==> src/hw/rtl/cacp_pkg.sv <==
package cacp_pkg;

    localparam int CNT_W = 16;
    localparam int DT_W = 10;

    localparam logic [CNT_W-1:0] PERIOD_RST = 16'd1000;
    localparam logic [7:0]       DT_CODE_RST = 8'd0;
    localparam logic [CNT_W-1:0] INJ_CMP_RST = 16'd999;
    localparam logic [CNT_W-1:0] REG_CMP_RST = 16'd1;
    localparam logic [CNT_W-1:0] CMP_RST = PERIOD_RST / 2 + 16'd1;

    localparam logic [1:0] REG_PERIOD  = 2'd0;
    localparam logic [1:0] REG_DT_CODE = 2'd1;
    localparam logic [1:0] REG_INJ_CMP = 2'd2;
    localparam logic [1:0] REG_REG_CMP = 2'd3;

    localparam logic [1:0] GATE_OFF  = 2'b00;
    localparam logic [1:0] GATE_HIGH = 2'b01;
    localparam logic [1:0] GATE_LOW  = 2'b10;

    localparam logic CMD_TICK = 1'b0;
    localparam logic CMD_LOAD = 1'b1;

    typedef struct packed {
        logic [CNT_W-1:0] cnt;
        logic             down;
        logic             upd;
    } tmr_t;

    function automatic logic [DT_W-1:0] decode_dead_time(input logic [7:0] code);
        logic [DT_W-1:0] ticks;
        case (code) inside
            8'b0???????: ticks = {3'b000, code[6:0]};
            8'b10??????: ticks = ({4'b0000, code[5:0]} + 10'd64) << 1;
            8'b110?????: ticks = ({5'b00000, code[4:0]} + 10'd32) << 3;
            default:     ticks = ({5'b00000, code[4:0]} + 10'd32) << 4;
        endcase
        return ticks;
    endfunction

    function automatic logic compare_ref(input logic [CNT_W-1:0] cnt, input logic down,
                                         input logic [CNT_W-1:0] cmp);
        return down ? (cnt <= cmp) : (cnt < cmp);
    endfunction

endpackage

==> src/hw/rtl/center_aligned_complementary_pwm.sv <==
// Counter step, three phase lanes and two trigger lanes are combinational; each
// accepted input yields one result, kept in a two-entry output buffer whose skid
// entry, when full, drops s_tready. Throughput otherwise: one item per cycle.
// Reset (aresetn low, synchronous): counter 0 counting up, compares period/2+1,
// gates off, break latch clear, registers at defaults, output buffer empty.
module center_aligned_complementary_pwm (
    input  logic        aclk,
    input  logic        aresetn,
    input  logic        s_tvalid,
    output logic        s_tready,
    // duty_a, duty_b, duty_c, outputs_enable, break_in, zero fill
    input  logic [55:0] s_tdata,
    // command
    input  logic        s_tuser,
    output logic        m_tvalid,
    input  logic        m_tready,
    // a_high, a_low, b_high, b_low, c_high, c_low, inj_trigger, reg_trigger,
    // update_event, break_flag, count, zero fill
    output logic [31:0] m_tdata,
    input  logic        cfg_wr_en,
    input  logic [1:0]  cfg_index,
    input  logic [15:0] cfg_data
);

    logic [cacp_pkg::CNT_W-1:0] period_reg, inj_cmp_reg, reg_cmp_reg;
    logic [7:0]                 dt_code_reg;
    logic                       latch_reg, latch_next;
    logic [31:0]                out_reg, skid_reg, res;
    logic                       out_valid_reg, skid_valid_reg;

    logic                       push, pop, load, tick, enable, brk, mask;
    logic [cacp_pkg::DT_W-1:0]  dead_ticks;
    cacp_pkg::tmr_t             tmr;
    logic [1:0]                 gate_a, gate_b, gate_c;
    logic                       inj_pulse, reg_pulse;

    assign s_tready = ~skid_valid_reg;
    assign m_tvalid = out_valid_reg;
    assign m_tdata  = out_reg;
    assign push     = s_tvalid & s_tready;
    assign pop      = out_valid_reg & m_tready;
    assign load     = push & (s_tuser == cacp_pkg::CMD_LOAD);
    assign tick     = push & (s_tuser == cacp_pkg::CMD_TICK);
    assign enable   = s_tdata[48];
    assign brk      = s_tdata[49];
    assign dead_ticks = cacp_pkg::decode_dead_time(dt_code_reg);

    always_ff @(posedge aclk) begin
        if (!aresetn) begin
            period_reg  <= cacp_pkg::PERIOD_RST;
            dt_code_reg <= cacp_pkg::DT_CODE_RST;
            inj_cmp_reg <= cacp_pkg::INJ_CMP_RST;
            reg_cmp_reg <= cacp_pkg::REG_CMP_RST;
        end else if (cfg_wr_en) begin
            case (cfg_index)
                cacp_pkg::REG_PERIOD:  period_reg  <= cfg_data;
                cacp_pkg::REG_DT_CODE: dt_code_reg <= cfg_data[7:0];
                cacp_pkg::REG_INJ_CMP: inj_cmp_reg <= cfg_data;
                cacp_pkg::REG_REG_CMP: reg_cmp_reg <= cfg_data;
                default: ;
            endcase
        end
    end

    cacp_counter u_counter (
        .aclk    (aclk),
        .aresetn (aresetn),
        .tick    (tick),
        .period  (period_reg),
        .tmr     (tmr)
    );

    cacp_phase_lane u_lane_a (
        .aclk       (aclk),
        .aresetn    (aresetn),
        .load       (load),
        .tick       (tick),
        .duty       (s_tdata[15:0]),
        .period     (period_reg),
        .tmr        (tmr),
        .dead_ticks (dead_ticks),
        .gate_next  (gate_a)
    );

    cacp_phase_lane u_lane_b (
        .aclk       (aclk),
        .aresetn    (aresetn),
        .load       (load),
        .tick       (tick),
        .duty       (s_tdata[31:16]),
        .period     (period_reg),
        .tmr        (tmr),
        .dead_ticks (dead_ticks),
        .gate_next  (gate_b)
    );

    cacp_phase_lane u_lane_c (
        .aclk       (aclk),
        .aresetn    (aresetn),
        .load       (load),
        .tick       (tick),
        .duty       (s_tdata[47:32]),
        .period     (period_reg),
        .tmr        (tmr),
        .dead_ticks (dead_ticks),
        .gate_next  (gate_c)
    );

    cacp_trig_lane u_trig_inj (
        .aclk    (aclk),
        .aresetn (aresetn),
        .tick    (tick),
        .tmr     (tmr),
        .cmp     (inj_cmp_reg),
        .pulse   (inj_pulse)
    );

    cacp_trig_lane u_trig_reg (
        .aclk    (aclk),
        .aresetn (aresetn),
        .tick    (tick),
        .tmr     (tmr),
        .cmp     (reg_cmp_reg),
        .pulse   (reg_pulse)
    );

    // merge lanes: break and enable gating
    assign latch_next = brk | (enable & latch_reg);
    assign mask       = enable & ~latch_next;
    assign res = {6'd0, tmr.cnt, latch_next, tmr.upd, reg_pulse, inj_pulse,
                  gate_c & {2{mask}}, gate_b & {2{mask}}, gate_a & {2{mask}}};

    always_ff @(posedge aclk) begin
        if (!aresetn) begin
            latch_reg <= 1'b0;
        end else if (push) begin
            latch_reg <= latch_next;
        end
    end

    always_ff @(posedge aclk) begin
        if (!aresetn) begin
            out_valid_reg  <= 1'b0;
            skid_valid_reg <= 1'b0;
        end else if (pop) begin
            if (skid_valid_reg) begin
                skid_valid_reg <= 1'b0;
            end else if (!push) begin
                out_valid_reg <= 1'b0;
            end
        end else if (push) begin
            if (out_valid_reg) begin
                skid_valid_reg <= 1'b1;
            end else begin
                out_valid_reg <= 1'b1;
            end
        end
    end

    always_ff @(posedge aclk) begin
        if (pop) begin
            if (skid_valid_reg) begin
                out_reg <= skid_reg;
            end else if (push) begin
                out_reg <= res;
            end
        end else if (push) begin
            if (out_valid_reg) begin
                skid_reg <= res;
            end else begin
                out_reg <= res;
            end
        end
    end

`ifndef SYNTH
    a_skid_order: assert property (@(posedge aclk) disable iff (!aresetn)
        skid_valid_reg |-> out_valid_reg)
        else $error("skid entry without head entry");
    a_break_gates: assert property (@(posedge aclk) disable iff (!aresetn)
        out_valid_reg && out_reg[9] |-> out_reg[5:0] == 6'd0)
        else $error("gates driven while break latched");
    a_update_at_zero: assert property (@(posedge aclk) disable iff (!aresetn)
        out_valid_reg && out_reg[8] |-> out_reg[25:10] == '0)
        else $error("update event away from underflow");
    a_no_shoot_through: assert property (@(posedge aclk) disable iff (!aresetn)
        out_valid_reg |-> !(out_reg[0] && out_reg[1]) && !(out_reg[2] && out_reg[3])
                          && !(out_reg[4] && out_reg[5]))
        else $error("complementary gates both on");
`endif

endmodule

==> src/hw/rtl/cacp_counter.sv <==
module cacp_counter (
    input  logic                       aclk,
    input  logic                       aresetn,
    input  logic                       tick,
    input  logic [cacp_pkg::CNT_W-1:0] period,
    output cacp_pkg::tmr_t             tmr
);

    logic [cacp_pkg::CNT_W-1:0] cnt_reg;
    logic                       down_reg;
    logic [cacp_pkg::CNT_W-1:0] step;

    always_comb begin
        tmr.cnt  = cnt_reg;
        tmr.down = down_reg;
        tmr.upd  = 1'b0;
        if (tick) begin
            if (!down_reg) begin
                step = cnt_reg + 1'b1;
                tmr.cnt = step;
                tmr.down = (step >= period);
            end else begin
                step = cnt_reg - 1'b1;
                tmr.cnt = step;
                if (step == '0) begin
                    tmr.down = 1'b0;
                    tmr.upd  = 1'b1;
                end
            end
        end else begin
            step = cnt_reg;
        end
    end

    always_ff @(posedge aclk) begin
        if (!aresetn) begin
            cnt_reg  <= '0;
            down_reg <= 1'b0;
        end else begin
            cnt_reg  <= tmr.cnt;
            down_reg <= tmr.down;
        end
    end

endmodule

==> src/hw/rtl/cacp_phase_lane.sv <==
module cacp_phase_lane (
    input  logic                       aclk,
    input  logic                       aresetn,
    input  logic                       load,
    input  logic                       tick,
    input  logic [cacp_pkg::CNT_W-1:0] duty,
    input  logic [cacp_pkg::CNT_W-1:0] period,
    input  cacp_pkg::tmr_t             tmr,
    input  logic [cacp_pkg::DT_W-1:0]  dead_ticks,
    output logic [1:0]                 gate_next
);

    logic [cacp_pkg::CNT_W-1:0]   shd_reg, shd_next;
    logic [cacp_pkg::CNT_W-1:0]   act_reg, act_next;
    logic [cacp_pkg::DT_W-1:0]    dc_reg, dc_next;
    logic [1:0]                   gp_reg;
    logic                         prev_reg, prev_next;
    logic [2*cacp_pkg::CNT_W-1:0] prod;
    logic                         r;

    assign prod = duty * period;

    always_comb begin
        shd_next  = shd_reg;
        act_next  = act_reg;
        dc_next   = dc_reg;
        gate_next = gp_reg;
        prev_next = prev_reg;
        r         = 1'b0;
        if (load) begin
            shd_next = prod[2*cacp_pkg::CNT_W-1:cacp_pkg::CNT_W];
        end
        if (tick) begin
            if (tmr.upd) begin
                act_next = shd_reg;
            end
            r = cacp_pkg::compare_ref(tmr.cnt, tmr.down, act_next);
            if (r != prev_reg) begin
                gate_next = cacp_pkg::GATE_OFF;
                dc_next   = dead_ticks;
                prev_next = r;
            end
            if (dc_next == '0) begin
                gate_next = r ? cacp_pkg::GATE_HIGH : cacp_pkg::GATE_LOW;
            end else begin
                dc_next = dc_next - 1'b1;
            end
        end
    end

    always_ff @(posedge aclk) begin
        if (!aresetn) begin
            shd_reg  <= cacp_pkg::CMP_RST;
            act_reg  <= cacp_pkg::CMP_RST;
            dc_reg   <= '0;
            gp_reg   <= cacp_pkg::GATE_OFF;
            prev_reg <= 1'b0;
        end else begin
            shd_reg  <= shd_next;
            act_reg  <= act_next;
            dc_reg   <= dc_next;
            gp_reg   <= gate_next;
            prev_reg <= prev_next;
        end
    end

`ifndef SYNTH
    a_gate_exclusive: assert property (@(posedge aclk) disable iff (!aresetn)
        gp_reg != (cacp_pkg::GATE_HIGH | cacp_pkg::GATE_LOW))
        else $error("phase lane drives both gates");
    a_dead_blanks: assert property (@(posedge aclk) disable iff (!aresetn)
        dc_reg != '0 |-> gp_reg == cacp_pkg::GATE_OFF)
        else $error("gate on during dead time");
    a_gate_hold: assert property (@(posedge aclk) disable iff (!aresetn)
        !tick |=> gp_reg == $past(gp_reg))
        else $error("gate moved without a tick");
`endif

endmodule

==> src/hw/rtl/cacp_trig_lane.sv <==
module cacp_trig_lane (
    input  logic                       aclk,
    input  logic                       aresetn,
    input  logic                       tick,
    input  cacp_pkg::tmr_t             tmr,
    input  logic [cacp_pkg::CNT_W-1:0] cmp,
    output logic                       pulse
);

    logic prev_reg;
    logic r;

    assign r     = cacp_pkg::compare_ref(tmr.cnt, tmr.down, cmp);
    assign pulse = tick & r & ~prev_reg;

    always_ff @(posedge aclk) begin
        if (!aresetn) begin
            prev_reg <= 1'b0;
        end else if (tick) begin
            prev_reg <= r;
        end
    end

endmodule
==> config.mk <==
export PLATFORM = sky130hd
export DESIGN_NAME = center_aligned_complementary_pwm
export DESIGN_NICKNAME = d
export VERILOG_FILES = /design/src/hw/rtl/cacp_pkg.sv /design/src/hw/rtl/center_aligned_complementary_pwm.sv /design/src/hw/rtl/cacp_counter.sv /design/src/hw/rtl/cacp_phase_lane.sv /design/src/hw/rtl/cacp_trig_lane.sv
export SDC_FILE = /design/constraint.sdc
export NUM_CORES = 2
export LEC_CHECK = 0
export BUFFER_PORTS_ARGS = -buffer_cell sky130_fd_sc_hd__buf_2
export CAP_MARGIN = 15
export CORE_ASPECT_RATIO = 1.1
export CORE_UTILIZATION = 50
export CTS_CLUSTER_DIAMETER = 60
export DETAILED_ROUTE_END_ITERATION = 7
export PLACE_DENSITY = 0.69
export SYNTH_ARGS = -nofsm -noshare
export SYNTH_HDL_FRONTEND = slang
export SYNTH_SLANG_ARGS = --single-unit
==> constraint.sdc <==
create_clock -name aclk -period 7.13 [get_ports aclk]
set_clock_uncertainty 0.1 [all_clocks]
set_input_delay 0.3565 -clock aclk [delete_from_list [all_inputs] [get_ports aclk]]
set_output_delay 0.3565 -clock aclk [all_outputs]
set_load 0.01 [all_outputs]
## After elaboration in Yosys (flattened, before gate mapping)

Cells that the tools add are included.

| storage, ports and cells | value |
|---|---|
| register bits after elaboration | 271 |
| input bits | 80 |
| output and inout port bits | 34 |
| logic and storage cells | 148 |

| operators by class | value |
|---|---|
| $add $sub $neg | 7 |
| multiply operators | 3 |
| order comparisons | 11 |
| eq/ne operators | 11 |
| mux-type cells | 48 |
| bitwise operators | 21 |
| reductions and logical operators | 19 |

Operator list:

| operator | count |
|---|---|
| $mux 32 | 5 |
| $mux 10 | 12 |
| $mul 16x16->32 | 3 |
| $mux 16 | 6 |
| $le 16x16->1 | 5 |
| $lt 16x16->1 | 5 |
| $logic_not 10->1 | 3 |
| $sub 10x1->10 const B | 3 |
| $mux 2 | 13 |
| $mux 18 | 1 |
| $mux 17 | 1 |
| $add 16x1->16 const B | 1 |
| $ge 16x16->1 | 1 |
| $logic_not 16->1 | 1 |
| $reduce_and 2->1 | 8 |
| $sub 16x1->16 const B | 1 |
| $and 1x1->1 | 10 |
| $mux 1 | 10 |
| $reduce_and 3->1 | 3 |
| $add 6x7->8 const B | 1 |
| $add 5x6->7 const B | 1 |
| $not 1->1 | 7 |
| $and 2x2->2 | 3 |
| $eq 2x2->1 const B | 3 |
| other kinds (9) | 13 |

## Logic depth before layout (Yosys ltp)

| logic depth | value |
|---|---|
| depth after elaboration | 19 |
| gate-level depth with buffers | 32 |
| depth with buffers taken out | 28 |

## Modules after synthesis

From an unflattened synthesis, not the netlist that was laid out.

| unflattened totals | value |
|---|---|
| cell total of the unflattened synthesis | 4394 |
| area, all modules | 39141.3 um^2 |

Modules (own cells, without submodules):

| module | instances | cells an instance | area an instance (um^2) | sequential area each (um^2) |
|---|---|---|---|---|
| cacp_phase_lane at u_lane_c | 1 | 1237 | 10722.8 | 900.9 |
| cacp_phase_lane at u_lane_b | 1 | 1210 | 10645.2 | 900.9 |
| cacp_phase_lane at u_lane_a | 1 | 1202 | 10570.1 | 900.9 |
| center_aligned_complementary_pwm | 1 | 371 | 4319.1 | 2742.6 |
| cacp_counter | 1 | 254 | 1973.1 | 340.3 |
| cacp_trig_lane | 2 | 60 | 455.4 | 20.0 |

## Worst setup path before layout

OpenSTA, ideal clock, no wires.

| path | value |
|---|---|
| kind | flip-flop to flip-flop |
| from | register period_reg[1] (netlist name) |
| to | register u_lane_c.shd_reg[15] (netlist name) |
| setup time | 0.114 ns |
| arrival time | 6.836 ns |
| required time | 6.916 ns |
| slack | 0.080 ns |
| cell stages (with the launch flop) | 28 |
| buffers on the path | 2 |
| period minus slack after synthesis | 7.050 ns |
| cell sequence | dfxtp_1 clkbuf_1 clkbuf_1 nand2_1 fa_1 inv_1 fa_1 inv_1 fa_1 inv_1 fa_1 inv_1 fa_1 inv_1 fa_1 ha_1 a21o_1 a21o_1 a21oi_1 a2bb2oi_1 o31ai_1 a221o_1 o41a_1 a21oi_1 nor2b_1 o21ai_0 nand2b_1 a2111oi_0 |

| on the way | value |
|---|---|
| cells in the longest elaborated chain, start to end | 1 |

Ends and longest elaborated chain:

| what | line | text |
|---|---|---|
| from (decl) | center_aligned_complementary_pwm.sv:25 | `logic [cacp_pkg::CNT_W-1:0] period_reg, inj_cmp_reg, reg_cmp_reg;` |
| from (signal assigned) | center_aligned_complementary_pwm.sv:50 | `period_reg <= cacp_pkg::PERIOD_RST;` |
| from (signal assigned) | center_aligned_complementary_pwm.sv:56 | `cacp_pkg::REG_PERIOD: period_reg <= cfg_data;` |
| $mul 16x16->32 | cacp_phase_lane.sv:21 | `assign prod = duty * period;` |
| to (signal assigned) | cacp_phase_lane.sv:53 | `shd_reg <= cacp_pkg::CMP_RST;` |
| to (signal assigned) | cacp_phase_lane.sv:59 | `shd_reg <= shd_next;` |
| to (decl) | cacp_phase_lane.sv:13 | `logic [cacp_pkg::CNT_W-1:0] shd_reg, shd_next;` |

Every way passes these cells.
A chain may end at the register's enable or synchronous reset.

## Final worst setup path

| path | value |
|---|---|
| from | register period_reg[2] (netlist name) |
| to | register u_lane_c.shd_reg[15] (netlist name) |

Same word-level chain as after synthesis.

==> flow_summary.yaml <==
timing:
  fin_ws_ns: 0.318
  maxSlewViolCount: 0
  max-slew-margin-rel_pct: 30.6
  setup_tns_ns: 0
  post-route-period-util_pct: 95.5
  worst_pin_slew_ns: 1.04
  fmax_ghz: 0.147
  setup_violations: 0
  rsz0062_at_grt: "no"
  finalCriticalPeriod_ns: 6.81
  finalHoldViolCount: 0
  whs_ns: 0.0116
detailed_routing:
  routed_wl_microns: 95100
  avgViaCountPerCell: 5.41
  avgRoutedWirePerCell_microns: 17.6
  drt_iter0_drc: 1947
  drt.antenna.violating_nets: 0
  drt-pass1-iter-count: 6
  num_vias: 29200
  drc: 0
clock_network:
  clkSinkCount: 265
  clk_pin_slew_ns: 0.07
  root_buffer: "clkbuf_16"
  insertion_delay_ns: 0.55
  h-tree-depth: 1
  cts_buffers: 27
  cts_buffer_depth: 3
  cts_tree: "done"
floorplan:
  die_h_microns: 290
  initial_utilization_pct: 50.5
  rows: 105
  core_sq_um: 74600
  die_w_microns: 264
  die_area_sq_um: 76500
  io_pins: 114
min_path:
  hold_path_class: "input pin to register"
  hold_path_startpoint: "cfg_data[2]"
  holdPathStages: 3
  min_to: "reg_cmp_reg[2]"
synthesis:
  synth_edf_count: 52
  synth_most_common_cell: "inv_1"
  avgSynthCellArea_sq_um: 8.68
  synthArstFlopShare_pct: 0
  synth_common_cells: "inv_1, nand2_1, fa_1"
  syn_area_sq_um: 37700
  synth-seq-area-share_pct: 15.5
  synth_seq_cells: 265
  synth.top_cell.area_share_pct: 30.8
  synth_cell_types: 87
  yosys-top-cells-area: "fa_1, ha_1, dfxtp_1"
  synth_ff_type: "dfxtp_1"
  syn_inst: 4342
  ys_warn_count: 0
  yosys.area.top_type: "fa_1"
pwr:
  p_sw_mw: 5.24
  ir_worst_vdd_mv: 0.300
  sw_frac_of_total_pct: 46.8
  p_leak_nw: 20.4
  p_seq_share_pct: 15.9
  pwr-share-comb_pct: 70.4
  powerDensity_nw_per_um2: 272
  p_clk_share_pct: 13.8
  power_mw: 11.2
  p_int_mw: 5.96
worst_setup_path:
  arrival_ns: 7.13
  cp_max_fo: 12
  required_ns: 7.44
  r2r_setup_slack_ns: 0.32
  crit_slowest_cell: "fa_1"
  r2r_cells: 26
  path_class: "register to register"
  max_stage_delay_ns: 0.55
  cp-end-kind: "register"
  crit_top_cell: "fa_1"
  worstSetupStartpointType: "register"
  r2r-start: "period_reg[2]"
  r2r-end: "u_lane_c.shd_reg[15]"
placement:
  place_congestion: 0.917
  post-place-ws_ns: -0.242
  port_buffers: 101
  place_hpwl_microns: 75200
  dp.cells: 5334
  dpl_cell_area_sq_um: 39900
grt:
  grt.met1_usage_pct: 32.9
  grt_pass1_vias: 30300
  met3_usage_pct: 1.94
  grt-ovfl-total: 0
  grt_max_degree: 84
  grt_pass1_wl_microns: 157000
  top_usage_layer: "met2"
  use_met2_pct: 45.4
  track_usage_pct: 25.6
  antenna_found_initial: 0
layout:
  fillers: 6850
  n_antenna_cell: 0
  drive_gt1_share_pct: 8.61
  area_growth_pct: 9.20
  nets: 5484
  regArea_sq_um: 5860
  finalNonFillerCells: 5402
  final_area_sq_um: 41200
  utilization_pct: 55.2
  multiInputGateArea_sq_um: 28300
outcome:
  status: "finished clean"
run:
  max_cap_viol_count: 0
## metal layers
metal	part of all wire, %	vias to the layer above
met4	3.3	0
met5	0	-
met2	51	766
li1	-	13700
met3	4.6	153
met1	41	14600
## worst max path at each step
stage	startpoint	cells past startpoint	end	slack, ns
3_3_place_gp	period_reg[2]	27	u_lane_a.shd_reg[13]	-0.006
6_report	period_reg[2]	26	u_lane_c.shd_reg[15]	0.32
4_1_cts	period_reg[2]	25	u_lane_c.shd_reg[15]	0.006
2_1_floorplan	period_reg[1]	27	u_lane_c.shd_reg[15]	0.08
3_5_place_dp	period_reg[2]	25	u_lane_c.shd_reg[15]	-0.24
5_1_grt	u_counter.cnt_reg[0]	29	u_lane_a.dc_reg[6]	0.006
## cell families (layout without fill, tap and decap cells)
family	count (synthesis)	after routing	share of synthesized area (%)
buf+inv	987	1079	9.96
xor+xnor	82	82	2.05
flops	265	265	15.5
mux	82	82	2.22
fa+ha+maj	985	985	44.2
compound gates	489	489	8.18
simple gates	1451	1451	17.9
other cells	1	6	0.00995
## placed cells by master (no fill, tap or decap), drive strengths merged, types with 6 or more instances in the layout
cell and n:
inv 755, nand2 741, fa 579, ha 406, and2 295, buf 268, dfxtp 213, nor2 185
a21oi 163, o21ai 102, mux2i 71, edfxtp 52, nand3 52, xnor2 51, nor3 40, a21o 39
clkbuf 34, xor2 31, o21a 29, o211ai 29, nand4 25, nor2b 23, o31ai 18, and3 15
o22ai 15, a211oi 15, nor4 13, a31oi 12, or3 11, mux2 11, nand2b 10, or2 10
dlygate4sd3 10, nand3b 9, o2111ai 7, nor3b 7, o21bai 6, conb 6
## power groups by stage
stage | clock network [mW] | registers, mW | logic [mW]
detailed placement | 0 | 1.81 | 7.67
finish | 1.54 | 1.78 | 7.88
global placement | 0 | 1.81 | 7.53
global route | 1.62 | 1.79 | 9.04
floorplan | 0 | 1.77 | 5.70
CTS | 1.57 | 1.78 | 7.78
## what timing repair did
item | CTS | global route
endpoints found under the hold margin | 20 | 0
endpoints found under the setup margin | 2 | 24
resized for setup | 5 | 20
cloned | 0 | 0
hold buffers | 10 | 0
setup buffers | 0 | 8
pin swaps | 0 | 1
## area by class of cell
class | count | share of cell area (%)
Timing Repair Buffer | 278 | 5.01
Sequential cell | 265 | 14.2
Clock inverter | 15 | 0.541
Clock buffer | 34 | 1.78
Multi-Input combinational cell | 3095 | 68.6
Inverter | 752 | 6.86
Tap cell | 963 | 2.93
## critical path, delay by kind of cell, from the launching register on
kind                       cells  cell delay, ns
AOI/OAI and AO/OA              8            1.60
adders and majority gates      7            3.29
buffers and inverters          8            0.79
DFF                            1            0.51
and+or+nand+nor                3            0.37
(Power assumes the default switching activity.)
